`config.mk`:
```
export PLATFORM = sky130hd
export DESIGN_NAME = convex_polygon_segment_clip_test_top
export DESIGN_NICKNAME = d
export VERILOG_FILES = /design/src/rtl/cpclip_pkg.sv /design/src/rtl/cpclip_dp.sv /design/src/rtl/cpclip_ctrl.sv /design/src/rtl/convex_polygon_segment_clip_test_top.sv
export SDC_FILE = /design/constraint.sdc
export NUM_CORES = 2
export LEC_CHECK = 0
export ABC_AREA = 1
export BUFFER_PORTS_ARGS = -buffer_cell sky130_fd_sc_hd__buf_4
export CAP_MARGIN = 10
export CORE_MARGIN = 4
export CORE_UTILIZATION = 40
export DETAILED_ROUTE_END_ITERATION = 7
export HOLD_SLACK_MARGIN = 0.06
export PLACE_DENSITY = 0.66
export SETUP_SLACK_MARGIN = 0.05
export SLEW_MARGIN = 20
export SYNTH_ARGS = -nofsm -noshare
export SYNTH_HDL_FRONTEND = slang
export SYNTH_SLANG_ARGS = --single-unit
```
`constraint.sdc`:
```
create_clock -name clk -period 15.15 [get_ports clk]
set_input_delay 0.7575 -clock clk [delete_from_list [all_inputs] [get_ports clk]]
set_output_delay 0.7575 -clock clk [all_outputs]
set_load 0.05 [all_outputs]
```
`src/rtl/cpclip_pkg.sv`:
```
// ----------------------------------------------------------------------------
// cpclip_pkg
// Shared types and constants of the convex polygon segment clip test.
// ----------------------------------------------------------------------------
package cpclip_pkg;

  localparam int FIELD_W     = 16;
  localparam int IDX_W       = 4;
  localparam int CNT_FIELD_W = 5;
  localparam int IN_TDATA_W  = 72;
  localparam int OUT_TDATA_W = 8;
  localparam int APB_AW      = 3;
  localparam int APB_DW      = 32;
  localparam int MIN_VERTICES = 3;

  localparam logic OPC_VERTEX  = 1'b0;
  localparam logic OPC_SEGMENT = 1'b1;

  // Register index as decoded from the word address bit of paddr.
  localparam logic REG_VERTEX_COUNT = 1'b0;

  typedef enum logic [3:0] {
    ST_IDLE,
    ST_V0,
    ST_RD,
    ST_NRM,
    ST_PN_A,
    ST_PN_B,
    ST_QN_A,
    ST_QN_B,
    ST_EVAL,
    ST_CM_0,
    ST_CM_1,
    ST_CM_2,
    ST_CM_3,
    ST_TEST,
    ST_DONE
  } ctl_state_t;

  typedef enum logic [3:0] {
    OP_NONE,
    OP_V0,
    OP_NRM,
    OP_PN_A,
    OP_PN_B,
    OP_QN_A,
    OP_QN_B,
    OP_EVAL,
    OP_CM_0,
    OP_CM_1,
    OP_CM_2,
    OP_CM_3,
    OP_UPD
  } dp_op_t;

  typedef struct packed {
    dp_op_t op;
    logic   pass;
    logic   last;
    logic   wr_vtx;
    logic   load_seg;
  } ctl_cmd_t;

  typedef struct packed {
    logic pn_zero;
    logic qn_neg;
    logic hit;
  } dp_stat_t;

endpackage

```
`src/rtl/cpclip_dp.sv`:
```
// ----------------------------------------------------------------------------
// cpclip_dp
// Datapath: vertex memory, edge normals, one shared multiply-accumulate unit
// and the entry and exit fractions of the edge test.
// ----------------------------------------------------------------------------
module cpclip_dp #(
  parameter int MAX_VERTICES = 16,
  parameter int COORD_BITS   = 16,
  localparam int AW = $clog2(MAX_VERTICES)
) (
  input  logic                                   clk,
  input  cpclip_pkg::ctl_cmd_t                   cmd,
  input  logic [AW-1:0]                          rd_addr,
  input  logic [cpclip_pkg::IDX_W-1:0]           in_vertex_index,
  input  logic signed [cpclip_pkg::FIELD_W-1:0]  in_start_x,
  input  logic signed [cpclip_pkg::FIELD_W-1:0]  in_start_y,
  input  logic signed [cpclip_pkg::FIELD_W-1:0]  in_end_x,
  input  logic signed [cpclip_pkg::FIELD_W-1:0]  in_end_y,
  output cpclip_pkg::dp_stat_t                   stat
);
  import cpclip_pkg::*;

  localparam int C  = COORD_BITS;
  localparam int DW = C + 1;
  localparam int M  = 2 * C + 3;
  localparam int D  = C + 2;
  localparam int DB = D + 1;
  localparam int AC = 2 * M;
  localparam int PW = M + DB;
  localparam int MOD_STEPS = (2 ** IDX_W) / MAX_VERTICES;

  function automatic logic signed [C-1:0] to_coord(input logic [FIELD_W-1:0] f);
    logic signed [39:0] w;
    w = 40'(signed'(f));
    return w[C-1:0];
  endfunction

  logic signed [C-1:0]  vx_mem_r [MAX_VERTICES];
  logic signed [C-1:0]  vy_mem_r [MAX_VERTICES];
  logic signed [C-1:0]  rd_x_r, rd_y_r;
  logic [IDX_W:0]       idx_mod;
  logic [AW-1:0]        wr_addr;

  logic signed [C-1:0]  seg_sx, seg_sy, seg_ex, seg_ey;
  logic signed [C-1:0]  sx_r, sy_r, v0x_r, v0y_r, px_r, py_r, jx, jy;
  logic signed [DW-1:0] dx_r, dy_r, nx_r, ny_r, wx_r, wy_r;
  logic signed [AC-1:0] acc_r, acc_nxt, term, term_sh;
  logic signed [M-1:0]  pn_r, qn, rn_r, rd_r;
  logic signed [M-1:0]  en_n_r, en_d_r, ex_n_r, ex_d_r, bn, bd;
  logic                 pn_neg_r, use_en;
  logic signed [M-1:0]  mul_a;
  logic signed [DB-1:0] mul_b, bd_lo, bd_hi, rd_lo, rd_hi;
  logic signed [PW-1:0] prod;
  logic                 acc_clr, acc_en, acc_sub, acc_hi;

  assign seg_sx = to_coord(in_start_x);
  assign seg_sy = to_coord(in_start_y);
  assign seg_ex = to_coord(in_end_x);
  assign seg_ey = to_coord(in_end_y);

  always_comb begin
    idx_mod = {1'b0, in_vertex_index};
    for (int i = 0; i < MOD_STEPS; i++) begin
      if (int'(idx_mod) >= MAX_VERTICES) begin
        idx_mod = idx_mod - (IDX_W + 1)'(MAX_VERTICES);
      end
    end
  end

  assign wr_addr = AW'(idx_mod);

  always_ff @(posedge clk) begin
    if (cmd.wr_vtx) begin
      vx_mem_r[wr_addr] <= seg_sx;
      vy_mem_r[wr_addr] <= seg_sy;
    end
    rd_x_r <= vx_mem_r[rd_addr];
    rd_y_r <= vy_mem_r[rd_addr];
  end

  // The closing edge of the polygon ends at vertex 0.
  assign jx = cmd.last ? v0x_r : rd_x_r;
  assign jy = cmd.last ? v0y_r : rd_y_r;

  assign use_en = cmd.pass ^ pn_neg_r;
  assign bn     = use_en ? en_n_r : ex_n_r;
  assign bd     = use_en ? en_d_r : ex_d_r;
  assign bd_lo  = {1'b0, bd[D-1:0]};
  assign bd_hi  = DB'(signed'(bd[M-1:D]));
  assign rd_lo  = {1'b0, rd_r[D-1:0]};
  assign rd_hi  = DB'(signed'(rd_r[M-1:D]));
  assign qn     = acc_r[M-1:0];

  always_comb begin
    mul_a   = '0;
    mul_b   = '0;
    acc_clr = 1'b0;
    acc_en  = 1'b0;
    acc_sub = 1'b0;
    acc_hi  = 1'b0;
    unique case (cmd.op)
      OP_PN_A: begin
        mul_a = M'(dx_r); mul_b = DB'(nx_r); acc_clr = 1'b1; acc_en = 1'b1;
      end
      OP_PN_B: begin
        mul_a = M'(dy_r); mul_b = DB'(ny_r); acc_en = 1'b1;
      end
      OP_QN_A: begin
        mul_a = M'(wx_r); mul_b = DB'(nx_r); acc_clr = 1'b1; acc_en = 1'b1;
      end
      OP_QN_B: begin
        mul_a = M'(wy_r); mul_b = DB'(ny_r); acc_en = 1'b1;
      end
      OP_CM_0: begin
        mul_a = rn_r; mul_b = bd_lo; acc_clr = 1'b1; acc_en = 1'b1;
      end
      OP_CM_1: begin
        mul_a = rn_r; mul_b = bd_hi; acc_hi = 1'b1; acc_en = 1'b1;
      end
      OP_CM_2: begin
        mul_a = bn; mul_b = rd_lo; acc_sub = 1'b1; acc_en = 1'b1;
      end
      OP_CM_3: begin
        mul_a = bn; mul_b = rd_hi; acc_sub = 1'b1; acc_hi = 1'b1; acc_en = 1'b1;
      end
      default: begin
      end
    endcase
  end

  assign prod    = mul_a * mul_b;
  assign term    = AC'(prod);
  assign term_sh = acc_hi ? (term <<< D) : term;
  assign acc_nxt = (acc_clr ? AC'(0) : acc_r) + (acc_sub ? -term_sh : term_sh);

  always_ff @(posedge clk) begin
    if (acc_en) begin
      acc_r <= acc_nxt;
    end
    if (cmd.load_seg) begin
      sx_r   <= seg_sx;
      sy_r   <= seg_sy;
      dx_r   <= DW'(seg_ex) - DW'(seg_sx);
      dy_r   <= DW'(seg_ey) - DW'(seg_sy);
      en_n_r <= '0;
      en_d_r <= M'(1);
      ex_n_r <= M'(1);
      ex_d_r <= M'(1);
    end
    unique case (cmd.op)
      OP_V0: begin
        v0x_r <= rd_x_r;
        v0y_r <= rd_y_r;
        px_r  <= rd_x_r;
        py_r  <= rd_y_r;
      end
      OP_NRM: begin
        nx_r <= DW'(py_r) - DW'(jy);
        ny_r <= DW'(jx) - DW'(px_r);
        wx_r <= DW'(sx_r) - DW'(px_r);
        wy_r <= DW'(sy_r) - DW'(py_r);
        px_r <= jx;
        py_r <= jy;
      end
      OP_QN_A: begin
        pn_r <= acc_r[M-1:0];
      end
      OP_EVAL: begin
        rn_r     <= pn_r[M-1] ? qn : -qn;
        rd_r     <= pn_r[M-1] ? -pn_r : pn_r;
        pn_neg_r <= pn_r[M-1];
      end
      OP_UPD: begin
        if (use_en) begin
          en_n_r <= rn_r;
          en_d_r <= rd_r;
        end else begin
          ex_n_r <= rn_r;
          ex_d_r <= rd_r;
        end
      end
      default: begin
      end
    endcase
  end

  assign stat.pn_zero = (pn_r == '0);
  assign stat.qn_neg  = acc_r[AC-1];
  assign stat.hit     = pn_neg_r ? acc_r[AC-1] : (!acc_r[AC-1] && (acc_r != '0));

endmodule

```
`src/rtl/cpclip_ctrl.sv`:
```
// ----------------------------------------------------------------------------
// cpclip_ctrl
// Controller: sequences vertex writes, the per-edge test steps of a segment
// and the output register.
// ----------------------------------------------------------------------------
module cpclip_ctrl #(
  parameter int MAX_VERTICES = 16,
  localparam int AW    = $clog2(MAX_VERTICES),
  localparam int CNT_W = $clog2(MAX_VERTICES + 1)
) (
  input  logic                 clk,
  input  logic                 rst_n,
  input  logic                 in_valid,
  input  logic                 in_opcode,
  output logic                 in_ready,
  output logic                 out_valid,
  output logic                 out_visible,
  input  logic                 out_ready,
  input  logic [CNT_W-1:0]     vertex_count,
  input  cpclip_pkg::dp_stat_t stat,
  output cpclip_pkg::ctl_cmd_t cmd,
  output logic [AW-1:0]        rd_addr
);
  import cpclip_pkg::*;

  ctl_state_t       state_r, state_nxt;
  logic [CNT_W-1:0] k_r, k_nxt, kp1;
  logic             pass_r, pass_nxt;
  logic             rej_r, rej_nxt;
  logic             out_valid_r, out_valid_nxt;
  logic             out_visible_r, out_visible_nxt;
  logic             last, out_free;

  assign kp1      = k_r + CNT_W'(1);
  assign last     = (k_r == vertex_count - CNT_W'(1));
  assign out_free = !out_valid_r || out_ready;

  always_comb begin
    state_nxt       = state_r;
    k_nxt           = k_r;
    pass_nxt        = pass_r;
    rej_nxt         = rej_r;
    out_valid_nxt   = out_valid_r && !out_ready;
    out_visible_nxt = out_visible_r;
    unique case (state_r)
      ST_IDLE: begin
        if (in_valid && (in_opcode == OPC_SEGMENT)) begin
          state_nxt = ST_V0;
          k_nxt     = '0;
          pass_nxt  = 1'b0;
          rej_nxt   = 1'b0;
        end
      end
      ST_V0:   state_nxt = ST_RD;
      ST_RD:   state_nxt = ST_NRM;
      ST_NRM:  state_nxt = ST_PN_A;
      ST_PN_A: state_nxt = ST_PN_B;
      ST_PN_B: state_nxt = ST_QN_A;
      ST_QN_A: state_nxt = ST_QN_B;
      ST_QN_B: state_nxt = ST_EVAL;
      ST_EVAL: begin
        pass_nxt = 1'b0;
        if (!stat.pn_zero) begin
          state_nxt = ST_CM_0;
        end else if (stat.qn_neg) begin
          rej_nxt   = 1'b1;
          state_nxt = ST_DONE;
        end else if (last) begin
          state_nxt = ST_DONE;
        end else begin
          k_nxt     = kp1;
          state_nxt = ST_RD;
        end
      end
      ST_CM_0: state_nxt = ST_CM_1;
      ST_CM_1: state_nxt = ST_CM_2;
      ST_CM_2: state_nxt = ST_CM_3;
      ST_CM_3: state_nxt = ST_TEST;
      ST_TEST: begin
        if (!pass_r) begin
          if (stat.hit) begin
            rej_nxt   = 1'b1;
            state_nxt = ST_DONE;
          end else begin
            pass_nxt  = 1'b1;
            state_nxt = ST_CM_0;
          end
        end else if (last) begin
          state_nxt = ST_DONE;
        end else begin
          k_nxt     = kp1;
          state_nxt = ST_RD;
        end
      end
      ST_DONE: begin
        if (out_free) begin
          out_valid_nxt   = 1'b1;
          out_visible_nxt = !rej_r;
          state_nxt       = ST_IDLE;
        end
      end
    endcase
  end

  always_comb begin
    cmd.op       = OP_NONE;
    cmd.pass     = pass_r;
    cmd.last     = last;
    cmd.wr_vtx   = 1'b0;
    cmd.load_seg = 1'b0;
    in_ready     = 1'b0;
    rd_addr      = kp1[AW-1:0];
    unique case (state_r)
      ST_IDLE: begin
        in_ready     = 1'b1;
        rd_addr      = '0;
        cmd.wr_vtx   = in_valid && (in_opcode == OPC_VERTEX);
        cmd.load_seg = in_valid && (in_opcode == OPC_SEGMENT);
      end
      ST_V0:   cmd.op = OP_V0;
      ST_NRM:  cmd.op = OP_NRM;
      ST_PN_A: cmd.op = OP_PN_A;
      ST_PN_B: cmd.op = OP_PN_B;
      ST_QN_A: cmd.op = OP_QN_A;
      ST_QN_B: cmd.op = OP_QN_B;
      ST_EVAL: cmd.op = OP_EVAL;
      ST_CM_0: cmd.op = OP_CM_0;
      ST_CM_1: cmd.op = OP_CM_1;
      ST_CM_2: cmd.op = OP_CM_2;
      ST_CM_3: cmd.op = OP_CM_3;
      ST_TEST: begin
        if (pass_r && stat.hit) begin
          cmd.op = OP_UPD;
        end
      end
      default: begin
      end
    endcase
  end

  always_ff @(posedge clk) begin
    if (!rst_n) begin
      state_r     <= ST_IDLE;
      k_r         <= '0;
      pass_r      <= 1'b0;
      rej_r       <= 1'b0;
      out_valid_r <= 1'b0;
    end else begin
      state_r     <= state_nxt;
      k_r         <= k_nxt;
      pass_r      <= pass_nxt;
      rej_r       <= rej_nxt;
      out_valid_r <= out_valid_nxt;
    end
  end

  always_ff @(posedge clk) begin
    out_visible_r <= out_visible_nxt;
  end

  assign out_valid   = out_valid_r;
  assign out_visible = out_visible_r;

endmodule

```
`src/rtl/convex_polygon_segment_clip_test_top.sv`:
```
// ----------------------------------------------------------------------------
// convex_polygon_segment_clip_test_top
// Cyrus-Beck visibility test of a segment against a convex polygon.
//
//   Channel | Direction | Contents
//   in_*    | slave     | tuser: opcode; tdata: vertex_index, start_x, start_y,
//           |           |        end_x, end_y
//   out_*   | master    | tdata: visible
//   cfg_*   | APB       | register 0 at byte address 0: vertex_count
//
// A vertex write gives no item. A segment is tested edge by edge on the shared
// multiply-accumulate unit; an edge parallel to it skips the fraction steps.
// out_tvalid rises when the test of the segment ends, unless an earlier result
// still waits on out_tready.
// Reset is synchronous; the vertex memory is not cleared.
// The output register lets in_tready rise while a result waits on out_tready.
// ----------------------------------------------------------------------------
module convex_polygon_segment_clip_test_top #(
  parameter int MAX_VERTICES = 16,
  parameter int COORD_BITS   = 16
) (
  input  logic                                  clk,
  input  logic                                  rst_n,
  input  logic                                  in_tvalid,
  output logic                                  in_tready,
  // [3:0] vertex_index, [19:4] start_x, [35:20] start_y, [51:36] end_x,
  // [67:52] end_y, [71:68] zero
  input  logic [cpclip_pkg::IN_TDATA_W-1:0]     in_tdata,
  // [0] opcode
  input  logic                                  in_tuser,
  output logic                                  out_tvalid,
  input  logic                                  out_tready,
  // [0] visible, [7:1] zero
  output logic [cpclip_pkg::OUT_TDATA_W-1:0]    out_tdata,
  input  logic                                  cfg_psel,
  input  logic                                  cfg_penable,
  input  logic                                  cfg_pwrite,
  input  logic [cpclip_pkg::APB_AW-1:0]         cfg_paddr,
  input  logic [cpclip_pkg::APB_DW-1:0]         cfg_pwdata,
  output logic [cpclip_pkg::APB_DW-1:0]         cfg_prdata,
  output logic                                  cfg_pready
);
  import cpclip_pkg::*;

  localparam int AW    = $clog2(MAX_VERTICES);
  localparam int CNT_W = $clog2(MAX_VERTICES + 1);

  logic [CNT_W-1:0]       vertex_count_r, vertex_count_nxt;
  logic [CNT_FIELD_W-1:0] cnt_field;
  logic                   cfg_wr;
  logic                   out_visible;
  ctl_cmd_t               cmd;
  dp_stat_t               stat;
  logic [AW-1:0]          rd_addr;

  assign cfg_pready = 1'b1;
  assign cfg_wr     = cfg_psel && cfg_penable && cfg_pwrite && cfg_pready &&
                      (cfg_paddr[2] == REG_VERTEX_COUNT);
  assign cnt_field  = cfg_pwdata[CNT_FIELD_W-1:0];

  always_comb begin
    vertex_count_nxt = vertex_count_r;
    if (cfg_wr) begin
      priority if (int'(cnt_field) < MIN_VERTICES) begin
        vertex_count_nxt = CNT_W'(MIN_VERTICES);
      end else if (int'(cnt_field) > MAX_VERTICES) begin
        vertex_count_nxt = CNT_W'(MAX_VERTICES);
      end else begin
        vertex_count_nxt = CNT_W'(cnt_field);
      end
    end
  end

  always_ff @(posedge clk) begin
    if (!rst_n) begin
      vertex_count_r <= CNT_W'(MIN_VERTICES);
    end else begin
      vertex_count_r <= vertex_count_nxt;
    end
  end

  assign cfg_prdata = (cfg_paddr[2] == REG_VERTEX_COUNT) ? APB_DW'(vertex_count_r) : '0;

  cpclip_ctrl #(
    .MAX_VERTICES(MAX_VERTICES)
  ) u_ctrl (
    .clk         (clk),
    .rst_n       (rst_n),
    .in_valid    (in_tvalid),
    .in_opcode   (in_tuser),
    .in_ready    (in_tready),
    .out_valid   (out_tvalid),
    .out_visible (out_visible),
    .out_ready   (out_tready),
    .vertex_count(vertex_count_r),
    .stat        (stat),
    .cmd         (cmd),
    .rd_addr     (rd_addr)
  );

  cpclip_dp #(
    .MAX_VERTICES(MAX_VERTICES),
    .COORD_BITS  (COORD_BITS)
  ) u_dp (
    .clk            (clk),
    .cmd            (cmd),
    .rd_addr        (rd_addr),
    .in_vertex_index(in_tdata[3:0]),
    .in_start_x     (in_tdata[19:4]),
    .in_start_y     (in_tdata[35:20]),
    .in_end_x       (in_tdata[51:36]),
    .in_end_y       (in_tdata[67:52]),
    .stat           (stat)
  );

  assign out_tdata = {{(OUT_TDATA_W-1){1'b0}}, out_visible};

`ifndef NO_ASSERTIONS
  a_count_range: assert property (@(posedge clk) disable iff (!rst_n)
    (int'(vertex_count_r) >= MIN_VERTICES) && (int'(vertex_count_r) <= MAX_VERTICES))
    else $error("vertex count outside its clamped range");

  a_segment_busy: assert property (@(posedge clk) disable iff (!rst_n)
    (in_tvalid && in_tready && (in_tuser == OPC_SEGMENT)) |=> !in_tready)
    else $error("new item accepted while a segment is in progress");

  a_vertex_silent: assert property (@(posedge clk) disable iff (!rst_n)
    (in_tvalid && in_tready && (in_tuser == OPC_VERTEX)) |=> !$rose(out_tvalid))
    else $error("vertex write produced a result");

  a_result_at_end: assert property (@(posedge clk) disable iff (!rst_n)
    $rose(out_tvalid) |-> $rose(in_tready))
    else $error("result appeared without the segment ending");
`endif

endmodule
```
Word-level counts from Yosys, hierarchy flattened --
Memories as Yosys holds them, arrays and structs flattened. A register that Yosys moved wholly into a read port is not among the register bits. Cells that the tools add are included.
Word-level totals: register bits 532, memory bits (writable) 512, output and inout port bits 43, memories kept 2, input bits 115, logic and storage cells 179
Operators by class: multiply operators 1, reductions and logical operators 30, $add $sub $neg 12, equality and inequality tests 35, bitwise logic cells 3, multiplexer cells 65, order comparisons 2
Memory list:
- u_dp.vx_mem_r | depth 16, bits a word 16, read ports 1, clocked after memory_dff 1, wr ports 1, RTL line cpclip_dp.sv:38 | logic signed [C-1:0] vx_mem_r [MAX_VERTICES];
- u_dp.vy_mem_r | depth 16, bits a word 16, read ports 1, clocked after memory_dff 1, wr ports 1, RTL line cpclip_dp.sv:39 | logic signed [C-1:0] vy_mem_r [MAX_VERTICES];
Operators by type and width (number):
- $mux W35 | 15
- $mux W70 | 3
- $pmux W35 S6 | 1
- $pmux W19 S6 | 1
- $sub A16 B16 Y17 | 6
- $add A70 B70 Y70 | 1
- $neg A35 Y35 | 2
- $neg A70 Y70 | 1
- $reduce_bool A70 Y1 | 1
- $pmux W16 S2 | 2
- $pmux W4 S15 | 1
- $mul A35 B19 Y54 | 1
- $eq A4 B4 Y1 const B | 12
- $pmux W4 S12 | 1
- $mux W5 | 8
- $logic_not A35 Y1 | 1
- $mux W34 | 1
- $eq A4 B3 Y1 const B | 8
- $mux W16 | 2
- $mux W4 | 8
- $mux W1 | 17
- $eq A4 B2 Y1 const B | 4
- $pmux W5 S3 | 1
- $ne A2 B1 Y1 const B | 6
- other kinds (24) | 44

Longest topological paths before layout --
depth after elaboration 14, gate-level depth with buffers 65, mapped depth without buffers 63

Cells and area by module --
Synthesis repeated with hierarchy kept, for this count alone.
Second synthesis, totals: cells, all modules 9251, area total of the unflattened synthesis 80568.5 µm²
By module, submodules not included:
- cpclip_dp | cells each 8983, instances 1, area an instance 78904.4 µm²
- cpclip_ctrl | cells each 189, instances 1, area an instance 1114.8 µm²
- convex_polygon_segment_clip_test_top | cells each 79, instances 1, area an instance 549.3 µm²

Worst setup path before layout --
Ideal clock, no wire load.
path type register to register, start point register u_ctrl.state_r[2], end point register u_dp.acc_r[69], data pin, path slack 4.579 ns, required time 14.897 ns, stages on the path, launching flop included 56, library setup time 0.253 ns, arrival 10.319 ns, path through dfxtp_1 -> nand2_4 -> nor2_2 -> buf_6 -> clkbuf_1 -> nand2_1 -> nand2_1 -> clkinv_1 -> nand2_1 -> clkbuf_1 -> nand2_1 -> fa_1 -> inv_1 -> fa_1 -> inv_1 -> fa_1 -> inv_1 -> fa_1 -> [20 not listed] -> nand2_1 -> nor2_1 -> nand2_1 -> nand2_1 -> xnor2_1 -> inv_1 -> ha_1 -> a21oi_1 -> o21ai_0 -> a21oi_1 -> o21ai_0 -> a221oi_1 -> o211ai_1 -> a21o_1 -> nand2_1 -> inv_1 -> nand2_1 -> nand2_1
Between the ends: cells in the longest elaborated chain, start to end 10
RTL lines:
- start, declared | RTL line cpclip_ctrl.sv:26 | ctl_state_t state_r, state_nxt;
- start signal, assigned | RTL line cpclip_ctrl.sv:149 | state_r <= state_nxt;
- $eq A4 B4 Y1 (tied with other cells) | RTL line cpclip_ctrl.sv:113 | unique case (state_r)
- $pmux W4 S12 (*) | RTL line cpclip_ctrl.sv:113
- $eq A4 B4 Y1 (tied with other cells) | RTL line cpclip_dp.sv:101 | unique case (cmd.op)
- $reduce_or A2 Y1 (no source line)
- $pmux W35 S6 or $pmux W19 S6 (tied branches) | RTL line cpclip_dp.sv:101
- $mul A35 B19 Y54 | RTL line cpclip_dp.sv:131 | assign prod = mul_a * mul_b;
- $mux W70 | RTL line cpclip_dp.sv:133 | assign term_sh = acc_hi ? (term <<< D) : term;
- $neg A70 Y70 | RTL line cpclip_dp.sv:134 | assign acc_nxt = (acc_clr ? AC'(0) : acc_r) + (acc_sub ? -term_sh : term_sh);
- $mux W70 | RTL line cpclip_dp.sv:134
- $add A70 B70 Y70 (*) | RTL line cpclip_dp.sv:134
- named net u_dp.acc_nxt[69] | RTL line cpclip_dp.sv:47 | logic signed [AC-1:0] acc_r, acc_nxt, term, term_sh;
- end signal, assigned | RTL line cpclip_dp.sv:138 | acc_r <= acc_nxt;
- end, declared | RTL line cpclip_dp.sv:47
The timed path passes the listed nets; every way through them passes the cells marked *. A chain may end at the register's enable or synchronous reset.

Final worst setup path --
start point register u_ctrl.state_r[0], end point register u_dp.acc_r[69], data pin
Same word-level chain as after synthesis.

==> reports/results.ini <==
[routing]
drt_first_iter_violations = 6235
viasPerCell = 5.36
wl_microns = 247000
via_count = 63200
wl_per_cell_microns = 21.0
final_antenna_net_count = 0
drt-pass1-iter-count = 6
drc = 0

[logic_synthesis]
synth_enable_flop_cells = 887
synth_xor_area_frac = 0.0302
synth.cell_area_sq_um = 79400
synth_seq_cells = 1076
async_reset_ff_frac = 0
avgSynthCellArea_sq_um = 8.74
yosys_warnings = 0
synth_compound_area_frac = 0.0851
synthAdderAreaFrac = 0.213
synth_mux_area_frac = 0.00189
synth-main-ff-cell = edfxtp_1
ys_seq_area_frac = 0.383
synth_cell_type_count = 63
synthCells = 9087
synth_top_family_by_area = adder cells
synthSimpleGateAreaFrac = 0.191

[global_routing]
grt.total_usage = 0.236
grtUsageMet2 = 0.378
grtUsageMet3 = 0.0318
grt_pass1_vias = 62600
grt_overflow = 0
grt_max_degree = 121
busiest_layer = met2
grt_use_met1 = 0.324
antenna_found_initial = 8
grt_first_pass_wirelength_microns = 374000

[timing]
skew_ns = 0.0730
period_share = 0.888
setup_viol = 0
rsz0062_at_grt = false
tightestPinTransition_ns = 1.10
fmax_mhz = 74.3
min_period_ns = 13.45
relSlewSlack = 0.266
tns_ns = 0
hold_violations = 0
finalMaxSlewViolations = 0

[final_layout]
area_growth_syn_to_layout_pct = 8.73
num-nets-final = 10100
drive_gt1_frac = 0.0557
stdcell_area_sq_um = 86300

[placed_design]
postPlaceCellArea_sq_um = 83000
hpwl_microns = 185000
gp_congestion = 0.970
io_buffer_count = 89

[worst_setup_path]
r2r-end = u_dp.acc_r[69]
cpMostUsedCell = nand2_1
cp.required_ns = 15.62
crit_fanout = 62
cp_data_arrival_time_ns = 13.92
critPathLaunchType = flip-flop
crit_slowest_cell = nand2_1
r2r_start = u_ctrl.state_r[0]
max_stage_delay_ns = 0.71
crit_path_end = u_dp.acc_r[69]
critPathLaunch = u_ctrl.state_r[0]
regToRegSetupSlack_ns = 1.70
end_kind = flip-flop
crit_type = reg2reg
reg2reg_depth = 53

[clock_network]
cts_buffer_depth = 3
clk-insertion-delay-late_ns = 0.72
cts.sinks = 1076
clk_pin_slew_ns = 0.07
cts_tree = yes
htree_levels = 3
cts_buffers = 97
cts_hold_buf = 0
root_buffer = clkbuf_16
post-cts-setup-buffers = 0
cts-resized-gates = 0

[pwr]
leakage_nw = 39.1
powerDensity_nw_per_um2 = 109
finalPower_mw = 9.37
irDropWorstVdd_mv = 0.123

[die]
dieHeight_microns = 454
die_w_microns = 454
fp.dieArea_sq_um = 206000
ioPinCount = 158
rows = 163
core_area_sq_um = 197000
initial_core_util = 0.402

[job]
cap_violations = 0

[run_status]
status = finished, final reports clean

[min_path]
hold_class = in2reg

==> layer usage <==
layer  routed length [microns]  share of wire
met5                        34        0.00014
met4                     11500          0.046
met3                     19500          0.079
met2                    113000           0.46
met1                    103000           0.42
==> cell families after synthesis <==
group | after synthesis
muxes | 15
and+or+nand+nor | 3679
AOI/OAI and AO/OA | 1123
other | 2
xor gates and xnor gates | 274
buffers and inverters | 1955
adders and majority gates | 963
DFF | 1076
==> placed cells by master, fill, tap and decap left out, drive strengths merged, types with 189 or more instances in the layout <==
cell	instances
nand2	1678
inv	1592
nor2	1361
edfxtp	887
fa	648
o21ai	482
nand3	429
ha	315
a21oi	265
xor2	204
buf	198
dfxtp	189
==> critical path, delay by kind of cell, from the launching register on <==
kind                       cells  cell delay, ns
AOI/OAI and AO/OA              2            0.76
DFF                            1            0.44
adders and majority gates      9            4.11
buffers and inverters         12            2.15
and+or+nand+nor               29            5.33
xor gates and xnor gates       1            0.37
==> Yosys cell counts, drive strengths merged, types with 12 or more instances <==
master | instances | share of area
nand4 | 85 | 0.0070
ha | 315 | 0.050
xor2 | 204 | 0.022
o311ai | 121 | 0.013
fa | 648 | 0.16
o22ai | 12 | 0.00095
a22oi | 21 | 0.0020
nand3 | 429 | 0.028
o32ai | 23 | 0.0025
clkbuf | 239 | 0.011
mux2i | 15 | 0.0019
edfxtp | 887 | 0.34
nor4 | 21 | 0.0017
xnor2 | 70 | 0.0077
o211ai | 45 | 0.0043
a211oi | 16 | 0.0015
a22o | 29 | 0.0032
a21oi | 265 | 0.017
a31oi | 40 | 0.0032
o21bai | 16 | 0.0015
nand2 | 1678 | 0.081
dfxtp | 189 | 0.048
o21ai | 482 | 0.031
nor3 | 51 | 0.0033
buf | 117 | 0.0086
o21a | 17 | 0.0016
or2 | 34 | 0.0027
nor2 | 1361 | 0.066
inv | 1590 | 0.075
==> sequential cells by signal, summed over array words and instances, names as in the netlist, 17 cells and up <==
signal         cells
u_dp.pn_r         35
u_dp.en_n_r       35
u_dp.ex_d_r       35
u_dp.acc_r        70
u_dp.ex_n_r       35
u_dp.rd_r         35
u_dp.dx_r         17
u_dp.en_d_r       35
u_dp.ny_r         17
u_dp.dy_r         17
u_dp.nx_r         17
u_dp.vx_mem_r    256
u_dp.wy_r         17
u_dp.rn_r         35
u_dp.vy_mem_r    256
u_dp.wx_r         17
==> where the power goes <==
part,internal (mW),total [mW],switching [mW]
sequential,3.56,3.68,0.125
clock,1.40,2.53,1.13
combinational,0.927,3.16,2.23
total,5.89,9.37,3.48
==> area by class of cell <==
type                            count  area, sq um
Antenna cell                        3         7.51
Clock buffer                      147         2850
Clock inverter                     36          449
Fill cell                       19300       111000
Inverter                         1599         6020
Multi-Input combinational cell   6089        41800
Sequential cell                  1076        30400
Tap cell                         2640         3300
Timing Repair Buffer              198         1540
==> metrics by stage <==
step	setup WS [ns]	std cells	util	hold WS, ns
after floorplan	4.58	9120	-	0.408
after global placement	2.02	11600	0.420	0.415
after detailed placement	2.01	11600	0.420	0.417
final	1.70	11800	0.437	0.335
after global routing	1.04	11800	0.437	0.319
after CTS	1.97	11800	0.437	0.282
==> worst min path at each step <==
stage	startpoint	to	cells after the start
3_5_place_dp	u_dp.rd_x_r[12]	u_dp.v0x_r[12]	0
5_1_grt	cfg_pwdata[3]	vertex_count_r[3]	3
4_1_cts	cfg_pwdata[3]	vertex_count_r[3]	3
2_1_floorplan	u_dp.rd_x_r[10]	u_dp.v0x_r[10]	0
6_report	cfg_pwdata[3]	vertex_count_r[3]	3
3_3_place_gp	u_dp.rd_x_r[9]	u_dp.v0x_r[9]	0
Note: power is estimated with default switching activity, not from simulation.
